$ cat config.mk
export PLATFORM = sky130hd
export DESIGN_NAME = slew_decel_drive_voltage_profile_flat
export DESIGN_NICKNAME = d
export VERILOG_FILES = /design/src/hdl/sddvp_pkg.sv /design/src/hdl/sddvp_req_if.sv /design/src/hdl/sddvp_rsp_if.sv /design/src/hdl/sddvp_div.sv /design/src/hdl/slew_decel_drive_voltage_profile.sv /design/src/flat_wrapper.sv
export SDC_FILE = /design/constraint.sdc
export NUM_CORES = 2
export LEC_CHECK = 0
export BUFFER_PORTS_ARGS = -buffer_cell sky130_fd_sc_hd__buf_2
export CORE_MARGIN = 8
export CORE_UTILIZATION = 50
export DETAILED_ROUTE_END_ITERATION = 6
export GPL_ROUTABILITY_DRIVEN = 0
export HOLD_SLACK_MARGIN = 0.02
export MAX_ROUTING_LAYER = met4
export PLACE_DENSITY = 0.78
export SYNTH_ARGS = -nofsm -noshare
export SYNTH_HDL_FRONTEND = slang
export SYNTH_SLANG_ARGS = --single-unit
$ cat constraint.sdc
create_clock -name clock -period 12.35 [get_ports clock]
set_input_delay 1.235 -clock clock [delete_from_list [all_inputs] [get_ports clock]]
set_output_delay 1.235 -clock clock [all_outputs]
set_load 0.005 [all_outputs]
$ cat src/hdl/sddvp_pkg.sv
`timescale 1ns / 1ps
package sddvp_pkg;

   localparam int POSITION_BITS = 18;
   localparam int TGT_BITS      = 17;
   localparam int MV_BITS       = 14;
   localparam int Q8_BITS       = 9;
   localparam int OUT_BITS      = 15;
   localparam int FRAC_BITS     = 8;

   localparam int CSR_ADDR_BITS = 5;
   localparam int CSR_DATA_BITS = 32;

   localparam int CMP_BITS  = (POSITION_BITS > TGT_BITS) ? POSITION_BITS : TGT_BITS;
   localparam int DEC_BITS  = (POSITION_BITS + FRAC_BITS > TGT_BITS + Q8_BITS) ?
                              (POSITION_BITS + FRAC_BITS) : (TGT_BITS + Q8_BITS);
   localparam int DEN_BITS  = TGT_BITS + Q8_BITS;
   localparam int PROD_BITS = MV_BITS + TGT_BITS;
   localparam int QUOT_BITS = MV_BITS;
   localparam int LOW_SHIFT = QUOT_BITS - FRAC_BITS;
   localparam int CNT_BITS  = $clog2(QUOT_BITS);
   localparam int MUL_BITS  = MV_BITS + Q8_BITS;

   localparam logic [Q8_BITS-1:0]  Q8_ONE    = Q8_BITS'(256);
   localparam logic [CMP_BITS:0]   DONE_TOL  = (CMP_BITS + 1)'(5);
   localparam logic [MV_BITS-1:0]  OUT_MAX   = MV_BITS'(16383);

   localparam logic [TGT_BITS-1:0] RST_TARGET_DEGREES   = '0;
   localparam logic [MV_BITS-1:0]  RST_MAX_MILLIVOLTS   = MV_BITS'(10000);
   localparam logic [Q8_BITS-1:0]  RST_INNER_RATIO_Q8   = Q8_BITS'(256);
   localparam logic                RST_TURN_LEFT        = 1'b0;
   localparam logic                RST_MOVE_FORWARD     = 1'b1;
   localparam logic [MV_BITS-1:0]  RST_SLEW_STEP        = MV_BITS'(500);
   localparam logic [MV_BITS-1:0]  RST_FLOOR_MILLIVOLTS = MV_BITS'(2000);
   localparam logic [Q8_BITS-1:0]  RST_DECEL_START_Q8   = Q8_BITS'(179);

   typedef enum logic [2:0] {
      REG_TARGET_DEGREES   = 3'd0,
      REG_MAX_MILLIVOLTS   = 3'd1,
      REG_INNER_RATIO_Q8   = 3'd2,
      REG_TURN_LEFT        = 3'd3,
      REG_MOVE_FORWARD     = 3'd4,
      REG_SLEW_STEP        = 3'd5,
      REG_FLOOR_MILLIVOLTS = 3'd6,
      REG_DECEL_START_Q8   = 3'd7
   } csr_index_type;

   typedef enum logic [2:0] {
      ST_IDLE,
      ST_PREP,
      ST_DIV,
      ST_RAMP,
      ST_MUL,
      ST_OUT
   } state_type;

   typedef struct packed {
      logic                 start;
      logic [DEN_BITS-1:0]  rem_init;
      logic [QUOT_BITS-1:0] num_low;
      logic [DEN_BITS-1:0]  den;
   } div_req_type;

   typedef struct packed {
      logic                 done;
      logic [QUOT_BITS-1:0] quot;
   } div_rsp_type;

endpackage

$ cat src/hdl/sddvp_req_if.sv
`timescale 1ns / 1ps
interface sddvp_req_if;
   logic                                     valid;
   logic                                     ready;
   logic signed [sddvp_pkg::POSITION_BITS-1:0] left_position;
   logic signed [sddvp_pkg::POSITION_BITS-1:0] right_position;
   logic                                     restart;

   modport source (output valid, output left_position, output right_position,
                   output restart, input ready);
   modport sink (input valid, input left_position, input right_position,
                 input restart, output ready);
endinterface

$ cat src/hdl/sddvp_rsp_if.sv
`timescale 1ns / 1ps
interface sddvp_rsp_if;
   logic                                valid;
   logic                                ready;
   logic signed [sddvp_pkg::OUT_BITS-1:0] left_millivolts;
   logic signed [sddvp_pkg::OUT_BITS-1:0] right_millivolts;
   logic                                done_res;

   modport source (output valid, output left_millivolts, output right_millivolts,
                   output done_res, input ready);
   modport sink (input valid, input left_millivolts, input right_millivolts,
                 input done_res, output ready);
endinterface

$ cat src/hdl/sddvp_div.sv
`timescale 1ns / 1ps
module sddvp_div (
   input  logic                   clock,
   input  logic                   reset,
   input  sddvp_pkg::div_req_type div_req,
   output sddvp_pkg::div_rsp_type div_rsp
);
   import sddvp_pkg::*;

   logic [DEN_BITS-1:0]  rem_ff, rem_in;
   logic [DEN_BITS-1:0]  den_ff, den_in;
   logic [QUOT_BITS-1:0] num_ff, num_in;
   logic [QUOT_BITS-1:0] quot_ff, quot_in;
   logic [CNT_BITS-1:0]  cnt_ff, cnt_in;
   logic                 busy_ff, busy_in;
   logic                 done_ff, done_in;

   logic [DEN_BITS:0]    trial;
   logic                 fits;

   // one quotient bit per cycle, numerator bits shift in from the top
   always_comb begin
      trial   = {rem_ff, num_ff[QUOT_BITS-1]};
      fits    = trial >= {1'b0, den_ff};
      rem_in  = rem_ff;
      den_in  = den_ff;
      num_in  = num_ff;
      quot_in = quot_ff;
      cnt_in  = cnt_ff;
      busy_in = busy_ff;
      done_in = 1'b0;
      if (div_req.start) begin
         rem_in  = div_req.rem_init;
         den_in  = div_req.den;
         num_in  = div_req.num_low;
         cnt_in  = '0;
         busy_in = 1'b1;
      end else if (busy_ff) begin
         rem_in  = fits ? DEN_BITS'(trial - {1'b0, den_ff}) : DEN_BITS'(trial);
         num_in  = {num_ff[QUOT_BITS-2:0], 1'b0};
         quot_in = {quot_ff[QUOT_BITS-2:0], fits};
         cnt_in  = CNT_BITS'(cnt_ff + CNT_BITS'(1));
         if (cnt_ff == CNT_BITS'(QUOT_BITS - 1)) begin
            busy_in = 1'b0;
            done_in = 1'b1;
         end
      end
   end

   always_ff @(posedge clock) begin
      if (reset) begin
         busy_ff <= 1'b0;
         done_ff <= 1'b0;
         cnt_ff  <= '0;
      end else begin
         busy_ff <= busy_in;
         done_ff <= done_in;
         cnt_ff  <= cnt_in;
      end
   end

   always_ff @(posedge clock) begin
      rem_ff  <= rem_in;
      den_ff  <= den_in;
      num_ff  <= num_in;
      quot_ff <= quot_in;
   end

   assign div_rsp.done = done_ff;
   assign div_rsp.quot = quot_ff;

   a_rem_below_den: assert property (@(posedge clock) disable iff (reset)
      busy_ff |-> rem_ff < den_ff)
      else $error("partial remainder not below divisor");

   a_done_after_busy: assert property (@(posedge clock) disable iff (reset)
      done_ff |-> $past(busy_ff))
      else $error("divide done without a running divide");

   a_start_busy: assert property (@(posedge clock) disable iff (reset)
      div_req.start |=> busy_ff)
      else $error("divide start did not begin iteration");

endmodule

$ cat src/hdl/slew_decel_drive_voltage_profile.sv
`timescale 1ns / 1ps
// channel   direction  handshake       payload
// req_ch    in         valid / ready   left_position, right_position, restart
// rsp_ch    out        valid / ready   left_millivolts, right_millivolts, done_res
// csr_*     in         apb write/read  eight drive profile registers
//
// a request goes through prep, the divider when deceleration needs it (one quotient bit
// per cycle, 14 bits), ramp, mul and out; a finished move goes straight from prep to out
// the next request is accepted the cycle after its result is loaded, no earlier
// reset is synchronous and active high; it loads the register defaults, clears the
// ramp and done state and holds req_ch.ready low
// a stalled result holds in the output register while the next request is worked on
module slew_decel_drive_voltage_profile (
   input  logic                                  clock,
   input  logic                                  reset,
   sddvp_req_if.sink                             req_ch,
   sddvp_rsp_if.source                           rsp_ch,
   input  logic                                  csr_psel,
   input  logic                                  csr_penable,
   input  logic                                  csr_pwrite,
   input  logic [sddvp_pkg::CSR_ADDR_BITS-1:0]   csr_paddr,
   input  logic [sddvp_pkg::CSR_DATA_BITS-1:0]   csr_pwdata,
   output logic [sddvp_pkg::CSR_DATA_BITS-1:0]   csr_prdata,
   output logic                                  csr_pready
);
   import sddvp_pkg::*;

   // configuration registers
   logic [TGT_BITS-1:0] target_degrees_ff;
   logic [MV_BITS-1:0]  max_millivolts_ff;
   logic [Q8_BITS-1:0]  inner_ratio_q8_ff;
   logic                turn_left_ff;
   logic                move_forward_ff;
   logic [MV_BITS-1:0]  slew_step_ff;
   logic [MV_BITS-1:0]  floor_millivolts_ff;
   logic [Q8_BITS-1:0]  decel_start_q8_ff;

   logic          csr_write;
   csr_index_type csr_index;

   assign csr_pready = 1'b1;
   assign csr_write  = csr_psel && csr_penable && csr_pwrite;
   assign csr_index  = csr_index_type'(csr_paddr[CSR_ADDR_BITS-1:2]);

   always_ff @(posedge clock) begin
      if (reset) begin
         target_degrees_ff   <= RST_TARGET_DEGREES;
         max_millivolts_ff   <= RST_MAX_MILLIVOLTS;
         inner_ratio_q8_ff   <= RST_INNER_RATIO_Q8;
         turn_left_ff        <= RST_TURN_LEFT;
         move_forward_ff     <= RST_MOVE_FORWARD;
         slew_step_ff        <= RST_SLEW_STEP;
         floor_millivolts_ff <= RST_FLOOR_MILLIVOLTS;
         decel_start_q8_ff   <= RST_DECEL_START_Q8;
      end else if (csr_write) begin
         case (csr_index)
            REG_TARGET_DEGREES:   target_degrees_ff   <= csr_pwdata[TGT_BITS-1:0];
            REG_MAX_MILLIVOLTS:   max_millivolts_ff   <= csr_pwdata[MV_BITS-1:0];
            REG_INNER_RATIO_Q8:   inner_ratio_q8_ff   <= csr_pwdata[Q8_BITS-1:0];
            REG_TURN_LEFT:        turn_left_ff        <= csr_pwdata[0];
            REG_MOVE_FORWARD:     move_forward_ff     <= csr_pwdata[0];
            REG_SLEW_STEP:        slew_step_ff        <= csr_pwdata[MV_BITS-1:0];
            REG_FLOOR_MILLIVOLTS: floor_millivolts_ff <= csr_pwdata[MV_BITS-1:0];
            REG_DECEL_START_Q8:   decel_start_q8_ff   <= csr_pwdata[Q8_BITS-1:0];
            default: ;
         endcase
      end
   end

   always_comb begin
      case (csr_index)
         REG_TARGET_DEGREES:   csr_prdata = CSR_DATA_BITS'(target_degrees_ff);
         REG_MAX_MILLIVOLTS:   csr_prdata = CSR_DATA_BITS'(max_millivolts_ff);
         REG_INNER_RATIO_Q8:   csr_prdata = CSR_DATA_BITS'(inner_ratio_q8_ff);
         REG_TURN_LEFT:        csr_prdata = CSR_DATA_BITS'(turn_left_ff);
         REG_MOVE_FORWARD:     csr_prdata = CSR_DATA_BITS'(move_forward_ff);
         REG_SLEW_STEP:        csr_prdata = CSR_DATA_BITS'(slew_step_ff);
         REG_FLOOR_MILLIVOLTS: csr_prdata = CSR_DATA_BITS'(floor_millivolts_ff);
         REG_DECEL_START_Q8:   csr_prdata = CSR_DATA_BITS'(decel_start_q8_ff);
         default:              csr_prdata = '0;
      endcase
   end

   // datapath and control
   state_type                state_ff, state_in;
   logic [MV_BITS-1:0]       ramp_ff, ramp_in;
   logic                     finished_ff, finished_in;
   logic [POSITION_BITS-1:0] pos_ff, pos_in;
   logic [MV_BITS-1:0]       want_ff, want_in;
   logic                     hit_ff, hit_in;
   logic [OUT_BITS-1:0]      res_left_ff, res_left_in;
   logic [OUT_BITS-1:0]      res_right_ff, res_right_in;
   logic                     res_done_ff, res_done_in;
   logic                     rsp_valid_ff, rsp_valid_in;
   logic [OUT_BITS-1:0]      rsp_left_ff, rsp_left_in;
   logic [OUT_BITS-1:0]      rsp_right_ff, rsp_right_in;
   logic                     rsp_done_ff, rsp_done_in;

   logic                     req_accept;
   logic [POSITION_BITS-1:0] pos_sel;
   logic [POSITION_BITS-1:0] pos_mag;
   logic [Q8_BITS-1:0]       q_sat;
   logic [Q8_BITS-1:0]       q_rest;
   logic [DEC_BITS-1:0]      decel_lhs;
   logic [DEC_BITS-1:0]      decel_rhs;
   logic                     decel;
   logic [DEN_BITS-1:0]      den;
   logic                     short_of_target;
   logic [TGT_BITS-1:0]      remaining;
   logic [PROD_BITS-1:0]     prod;
   logic                     hit;
   logic [MV_BITS:0]         ramp_sum;
   logic [MUL_BITS-1:0]      inner_prod;
   logic [MUL_BITS-FRAC_BITS-1:0] inner_full;
   logic [MV_BITS-1:0]       inner_mag;
   logic [OUT_BITS-1:0]      outer_v;
   logic [OUT_BITS-1:0]      inner_v;
   div_req_type              div_req;
   div_rsp_type              div_rsp;

   assign req_accept = req_ch.valid && req_ch.ready;
   assign req_ch.ready = (state_ff == ST_IDLE) && !reset;

   assign pos_sel = turn_left_ff ? req_ch.right_position : req_ch.left_position;
   assign pos_mag = pos_sel[POSITION_BITS-1] ? POSITION_BITS'(~pos_sel + 1'b1) : pos_sel;

   assign q_sat     = (decel_start_q8_ff > Q8_ONE) ? Q8_ONE : decel_start_q8_ff;
   assign q_rest    = Q8_BITS'(Q8_ONE - q_sat);
   assign decel_lhs = DEC_BITS'({pos_ff, FRAC_BITS'(0)});
   assign decel_rhs = DEC_BITS'(target_degrees_ff * q_sat);
   assign decel     = decel_lhs > decel_rhs;
   assign den       = DEN_BITS'(target_degrees_ff * q_rest);
   assign short_of_target = CMP_BITS'(pos_ff) < CMP_BITS'(target_degrees_ff);
   assign remaining = TGT_BITS'(target_degrees_ff - TGT_BITS'(pos_ff));
   assign prod      = PROD_BITS'(max_millivolts_ff * remaining);
   assign hit       = ((CMP_BITS + 1)'(pos_ff) + DONE_TOL) >=
                      (CMP_BITS + 1)'(target_degrees_ff);

   assign ramp_sum   = (MV_BITS + 1)'(ramp_ff) + (MV_BITS + 1)'(slew_step_ff);
   assign inner_prod = MUL_BITS'(ramp_ff * inner_ratio_q8_ff);
   assign inner_full = inner_prod[MUL_BITS-1:FRAC_BITS];
   assign inner_mag  = (inner_full > (MUL_BITS - FRAC_BITS)'(OUT_MAX)) ? OUT_MAX :
                       MV_BITS'(inner_full);
   assign outer_v = move_forward_ff ? {1'b0, ramp_ff} : OUT_BITS'(~{1'b0, ramp_ff} + 1'b1);
   assign inner_v = move_forward_ff ? {1'b0, inner_mag} :
                    OUT_BITS'(~{1'b0, inner_mag} + 1'b1);

   always_comb begin
      state_in     = state_ff;
      ramp_in      = ramp_ff;
      finished_in  = finished_ff;
      pos_in       = pos_ff;
      want_in      = want_ff;
      hit_in       = hit_ff;
      res_left_in  = res_left_ff;
      res_right_in = res_right_ff;
      res_done_in  = res_done_ff;
      rsp_valid_in = rsp_valid_ff && !rsp_ch.ready;
      rsp_left_in  = rsp_left_ff;
      rsp_right_in = rsp_right_ff;
      rsp_done_in  = rsp_done_ff;
      div_req.start    = 1'b0;
      div_req.rem_init = DEN_BITS'(prod >> LOW_SHIFT);
      div_req.num_low  = QUOT_BITS'({prod, FRAC_BITS'(0)});
      div_req.den      = den;
      case (state_ff)
         ST_IDLE: begin
            if (req_accept) begin
               pos_in = pos_mag;
               if (req_ch.restart) begin
                  ramp_in     = '0;
                  finished_in = 1'b0;
               end
               state_in = ST_PREP;
            end
         end
         ST_PREP: begin
            hit_in = hit;
            if (finished_ff) begin
               res_left_in  = '0;
               res_right_in = '0;
               res_done_in  = 1'b1;
               state_in     = ST_OUT;
            end else if (!decel) begin
               want_in  = max_millivolts_ff;
               state_in = ST_RAMP;
            end else if ((den == '0) || !short_of_target) begin
               want_in  = floor_millivolts_ff;
               state_in = ST_RAMP;
            end else begin
               div_req.start = 1'b1;
               state_in      = ST_DIV;
            end
         end
         ST_DIV: begin
            if (div_rsp.done) begin
               want_in  = (div_rsp.quot < floor_millivolts_ff) ? floor_millivolts_ff :
                          div_rsp.quot;
               state_in = ST_RAMP;
            end
         end
         ST_RAMP: begin
            if (ramp_ff < want_ff) begin
               ramp_in = (ramp_sum > (MV_BITS + 1)'(want_ff)) ? want_ff : MV_BITS'(ramp_sum);
            end else begin
               ramp_in = want_ff;
            end
            state_in = ST_MUL;
         end
         ST_MUL: begin
            res_left_in  = turn_left_ff ? inner_v : outer_v;
            res_right_in = turn_left_ff ? outer_v : inner_v;
            res_done_in  = hit_ff;
            state_in     = ST_OUT;
         end
         ST_OUT: begin
            if (!rsp_valid_ff || rsp_ch.ready) begin
               rsp_valid_in = 1'b1;
               rsp_left_in  = res_left_ff;
               rsp_right_in = res_right_ff;
               rsp_done_in  = res_done_ff;
               finished_in  = res_done_ff;
               state_in     = ST_IDLE;
            end
         end
         default: state_in = ST_IDLE;
      endcase
   end

   always_ff @(posedge clock) begin
      if (reset) begin
         state_ff     <= ST_IDLE;
         ramp_ff      <= '0;
         finished_ff  <= 1'b0;
         rsp_valid_ff <= 1'b0;
      end else begin
         state_ff     <= state_in;
         ramp_ff      <= ramp_in;
         finished_ff  <= finished_in;
         rsp_valid_ff <= rsp_valid_in;
      end
   end

   always_ff @(posedge clock) begin
      pos_ff       <= pos_in;
      want_ff      <= want_in;
      hit_ff       <= hit_in;
      res_left_ff  <= res_left_in;
      res_right_ff <= res_right_in;
      res_done_ff  <= res_done_in;
      rsp_left_ff  <= rsp_left_in;
      rsp_right_ff <= rsp_right_in;
      rsp_done_ff  <= rsp_done_in;
   end

   sddvp_div u_div (
      .clock   (clock),
      .reset   (reset),
      .div_req (div_req),
      .div_rsp (div_rsp)
   );

   assign rsp_ch.valid            = rsp_valid_ff;
   assign rsp_ch.left_millivolts  = rsp_left_ff;
   assign rsp_ch.right_millivolts = rsp_right_ff;
   assign rsp_ch.done_res         = rsp_done_ff;

   a_accept_prep: assert property (@(posedge clock) disable iff (reset)
      req_accept |=> state_ff == ST_PREP)
      else $error("accepted request did not enter prep");

   a_div_done_state: assert property (@(posedge clock) disable iff (reset)
      div_rsp.done |-> state_ff == ST_DIV)
      else $error("divide finished outside the divide state");

   a_finished_zero: assert property (@(posedge clock) disable iff (reset)
      (state_ff == ST_OUT && finished_ff) |->
      (res_left_ff == '0 && res_right_ff == '0 && res_done_ff))
      else $error("finished move produced nonzero drive");

   a_rsp_from_out: assert property (@(posedge clock) disable iff (reset)
      $rose(rsp_valid_ff) |-> $past(state_ff == ST_OUT))
      else $error("result loaded outside the output state");

endmodule
$ cat src/flat_wrapper.sv
// flat-port wrapper written by rule: the top's interface ports become plain ports
module slew_decel_drive_voltage_profile_flat import sddvp_pkg::*;
  (clock, reset, csr_psel, csr_penable, csr_pwrite, csr_paddr, csr_pwdata, csr_prdata, csr_pready, req_ch_valid, req_ch_left_position, req_ch_right_position, req_ch_restart, req_ch_ready, rsp_ch_valid, rsp_ch_left_millivolts, rsp_ch_right_millivolts, rsp_ch_done_res, rsp_ch_ready);
  sddvp_req_if req_ch_i ();
  sddvp_rsp_if rsp_ch_i ();
  input  logic clock;
  input  logic reset;
  input  logic csr_psel;
  input  logic csr_penable;
  input  logic csr_pwrite;
  input  logic [sddvp_pkg::CSR_ADDR_BITS-1:0] csr_paddr;
  input  logic [sddvp_pkg::CSR_DATA_BITS-1:0] csr_pwdata;
  output logic [sddvp_pkg::CSR_DATA_BITS-1:0] csr_prdata;
  output logic csr_pready;
  input wire logic [$bits(req_ch_i.valid)-1:0] req_ch_valid;
  input wire logic [$bits(req_ch_i.left_position)-1:0] req_ch_left_position;
  input wire logic [$bits(req_ch_i.right_position)-1:0] req_ch_right_position;
  input wire logic [$bits(req_ch_i.restart)-1:0] req_ch_restart;
  output wire logic [$bits(req_ch_i.ready)-1:0] req_ch_ready;
  output wire logic [$bits(rsp_ch_i.valid)-1:0] rsp_ch_valid;
  output wire logic [$bits(rsp_ch_i.left_millivolts)-1:0] rsp_ch_left_millivolts;
  output wire logic [$bits(rsp_ch_i.right_millivolts)-1:0] rsp_ch_right_millivolts;
  output wire logic [$bits(rsp_ch_i.done_res)-1:0] rsp_ch_done_res;
  input wire logic [$bits(rsp_ch_i.ready)-1:0] rsp_ch_ready;
  assign req_ch_i.valid = req_ch_valid;
  assign req_ch_i.left_position = req_ch_left_position;
  assign req_ch_i.right_position = req_ch_right_position;
  assign req_ch_i.restart = req_ch_restart;
  assign req_ch_ready = req_ch_i.ready;
  assign rsp_ch_valid = rsp_ch_i.valid;
  assign rsp_ch_left_millivolts = rsp_ch_i.left_millivolts;
  assign rsp_ch_right_millivolts = rsp_ch_i.right_millivolts;
  assign rsp_ch_done_res = rsp_ch_i.done_res;
  assign rsp_ch_i.ready = rsp_ch_ready;
  slew_decel_drive_voltage_profile u_core (.clock(clock), .reset(reset), .req_ch(req_ch_i), .rsp_ch(rsp_ch_i), .csr_psel(csr_psel), .csr_penable(csr_penable), .csr_pwrite(csr_pwrite), .csr_paddr(csr_paddr), .csr_pwdata(csr_pwdata), .csr_prdata(csr_prdata), .csr_pready(csr_pready));
endmodule
==> flow_metrics.tcl <==
set metrics [dict create \
    hold_path_depth 0 \
    path_max_fanout 65 \
    max_stage_delay_ns 0.78 \
    grt_pass1_wl_mm 164 \
    synth_edf_count 166 \
    clk_latency_ns 0.60 \
    worstMarginPinSlew_ns 1.19 \
    crit_slowest_cell "nor2b_2" \
    cp_common_cell "a21oi_1" \
    fin_hold_ws_ns 0.420 \
    critPathCaptureType "flip-flop" \
    crit_type "flip-flop to flip-flop" \
    io_buffers 113 \
    cts_buffer_depth 3 \
    netlist_instances 4431 \
    max_freq_ghz 0.101 \
    rrSetupSlack_ns 2.45 \
    drtIter0Drc 2669 \
    slew_viol_final 0 \
    routed_wl_mm 99.7 \
    rsz0062_at_grt "no" \
    setup_tns_ns 0 \
    die_area_sq_um 87000 \
    cts_resized 0 \
    ctsHoldBuffers 0 \
    ys_types 87 \
    topRoutingLayerUsed "met4" \
    yosysSeqAreaShare_pct 18.2 \
    worstHoldEndpoint "u_core.rsp_ch.right_millivolts[10]" \
    drc 0 \
    ys_warn_count 0 \
    cts_tree "yes" \
    critPathArrivalTime_ns 10.22 \
    hold_violations 0 \
    final.period_utilization_pct 80.2 \
    hp-start "u_core.res_right_ff[10]" \
    status "complete, no violations" \
    routed_via_density 5.70 \
    final.setup_skew_ns 0.0424 \
    reg2reg_depth 34 \
    track_usage_pct 23.8 \
    slew_headroom_pct 20.2 \
    reg2reg_to "u_core.u_div.quot_ff[10]" \
    antenna_found_initial 6 \
    powerDensity_nw_per_um2 91.5 \
    synth_top_cells_by_area "fa_1 (24%), edfxtp_1 (13%), ha_1 (12%)" \
    root_buffer "clkbuf_16" \
    syn_to_final_growth_pct 6.27 \
    yosys-top-cells-count "inv_1 (664), nand2_1 (594), fa_1 (476), ha_1 (381), and2_1 (268)" \
    cts_inserted_buffers 28 \
    syn_area_per_cell_sq_um 8.78 \
    yosysMostFrequentCell "inv_1" \
    overflow 0 \
    htreeDepth 1 \
    dieHeight_microns 295 \
    drive_gt1_share_pct 6.23 \
    post-cts-setup-buffers 0 \
    synth.cell_area_sq_um 38900 \
    r2r_start "u_core.decel_start_q8_ff[8]" \
    ios 147 \
    yosys_register_bits 271 \
    ir_drop_mv 0.129 \
    critPathLaunchType "flip-flop" \
    final_nets 5349 \
    route.met3.wl_mm 8.27 \
    clock-sinks 271 \
    antenna_left 0 \
    grt_pass1_vias 32000 \
    p_leak_uw 0.0196 \
    setup_viol 0 \
    post-dp-hpwl_mm 79.7 \
    utilization_pct 53.6 \
    initial_utilization_pct 50.4 \
    core-area_sq_um 77200 \
    drt_first_pass_iters 6 \
    die_x_microns 295 \
    hp-class "flip-flop to flip-flop" \
    num_rows 102 \
    period_needed_ns 9.90 \
    async_flop_share_pct 0 \
    synth_top_area_share_pct 24.5 \
    met1Wirelength_mm 42.0 \
    vias 31200 \
    clkSlewWorstSetupHoldPaths_ns 0.06 \
    grt_max_degree 92 \
    met2_length_mm 46.2 \
    drv_cap 0 \
    wl_per_cell_microns 18.2 \
    synth_top_area_cell "fa_1" \
    synth_flop_cell "edfxtp_1" \
    cp.required_ns 12.67 \
]
layout make-up:
cell class | instances | area [sq um]
fill | 6928 | 35900
multi-input combinational | 3270 | 28400
sequential | 271 | 7090
inverter | 666 | 2500
tap | 1040 | 1300
timing repair buffer | 174 | 1030
clock buffer | 33 | 741
clock inverter | 18 | 250
antenna | 4 | 10.0
power by group:
group          total [uW]  internal [uW]  switching (uW)
combinational        1850            768            1080
clock                 916            536             380
sequential           1020            986            29.8
total                3780           2290            1490
flip-flops by register name, indices dropped and copies added, names as in the netlist, 3 cells and up:
| signal | count |
|---|---|
| u_core.u_div.den_ff | 26 |
| u_core.u_div.rem_ff | 26 |
| u_core.pos_ff | 18 |
| u_core.target_degrees_ff | 17 |
| u_core.res_left_ff | 15 |
| u_core.res_right_ff | 15 |
| u_core.rsp_ch.left_millivolts | 15 |
| u_core.rsp_ch.right_millivolts | 15 |
| u_core.floor_millivolts_ff | 14 |
| u_core.max_millivolts_ff | 14 |
| u_core.ramp_ff | 14 |
| u_core.slew_step_ff | 14 |
| u_core.u_div.quot_ff | 14 |
| u_core.want_ff | 14 |
| u_core.decel_start_q8_ff | 9 |
| u_core.inner_ratio_q8_ff | 9 |
| u_core.u_div.num_ff | 6 |
| u_core.u_div.cnt_ff | 4 |
| u_core.state_ff | 3 |
critical path, delay by kind of cell (launching register included):
family	cells	cell delay, ns
simple gates	8	2.34
xor+xnor	1	0.09
flops	1	0.30
fa+ha+maj	6	2.43
buf+inv	7	1.57
compound gates	12	2.81
kinds of logic after synthesis:
family / synth area share [%]
XOR/XNOR: 4.03
other: 0.0193
multiplexers: 2.58
AO/OA/AOI/OAI: 11.7
adder cells (fa/ha/maj): 36.7
flip-flops: 18.2
buffers and inverters: 8.91
AND/OR/NAND/NOR: 17.8
layer usage:
layer / vias up / GRT usage, %
li1: 14400 / -
met1: 15300 / 31.2
met2: 1240 / 38.2
met3: 211 / 3.08
met4: 0 / 7.44
met5: - / -
worst max-delay path by stage:
stage | from | slack [ns] | to
floorplan | u_core.decel_start_q8_ff[8] | 3.92 | u_core.u_div.quot_ff[0]
global placement | u_core.decel_start_q8_ff[8] | 2.80 | u_core.u_div.quot_ff[13]
detailed placement | u_core.decel_start_q8_ff[8] | 2.61 | u_core.u_div.quot_ff[11]
CTS | u_core.decel_start_q8_ff[8] | 2.54 | u_core.u_div.quot_ff[10]
global route | u_core.decel_start_q8_ff[8] | 1.83 | u_core.u_div.quot_ff[10]
finish | u_core.decel_start_q8_ff[8] | 2.45 | u_core.u_div.quot_ff[10]
layout by cell type (no fill, tap or decap), drive strengths merged, types with 36 or more instances in the layout:
cell type and n:
edfxtp 166, and2 269, a21oi 201, a21o 57, nand2 594, nand3 44, inv 666, ha 381
a31oi 36, o21ai 125, nand2b 45, dfxtp 105, nor2 212, o21a 38, mux2i 79, a211oi 58
xor2 63, buf 174, xnor2 115, nor3 67, nor2b 56, fa 476
metrics by stage:
step,power [uW],worst slack [ns],instance area [sq um],std cells
CTS,3800,2.54,41300,5472
global placement,2840,2.80,40400,5421
floorplan,2410,3.92,39000,4445
global route,4080,1.83,41300,5475
detailed placement,2880,2.61,40400,5421
finish,3780,2.45,41400,5476
(Power assumes the default switching activity.)
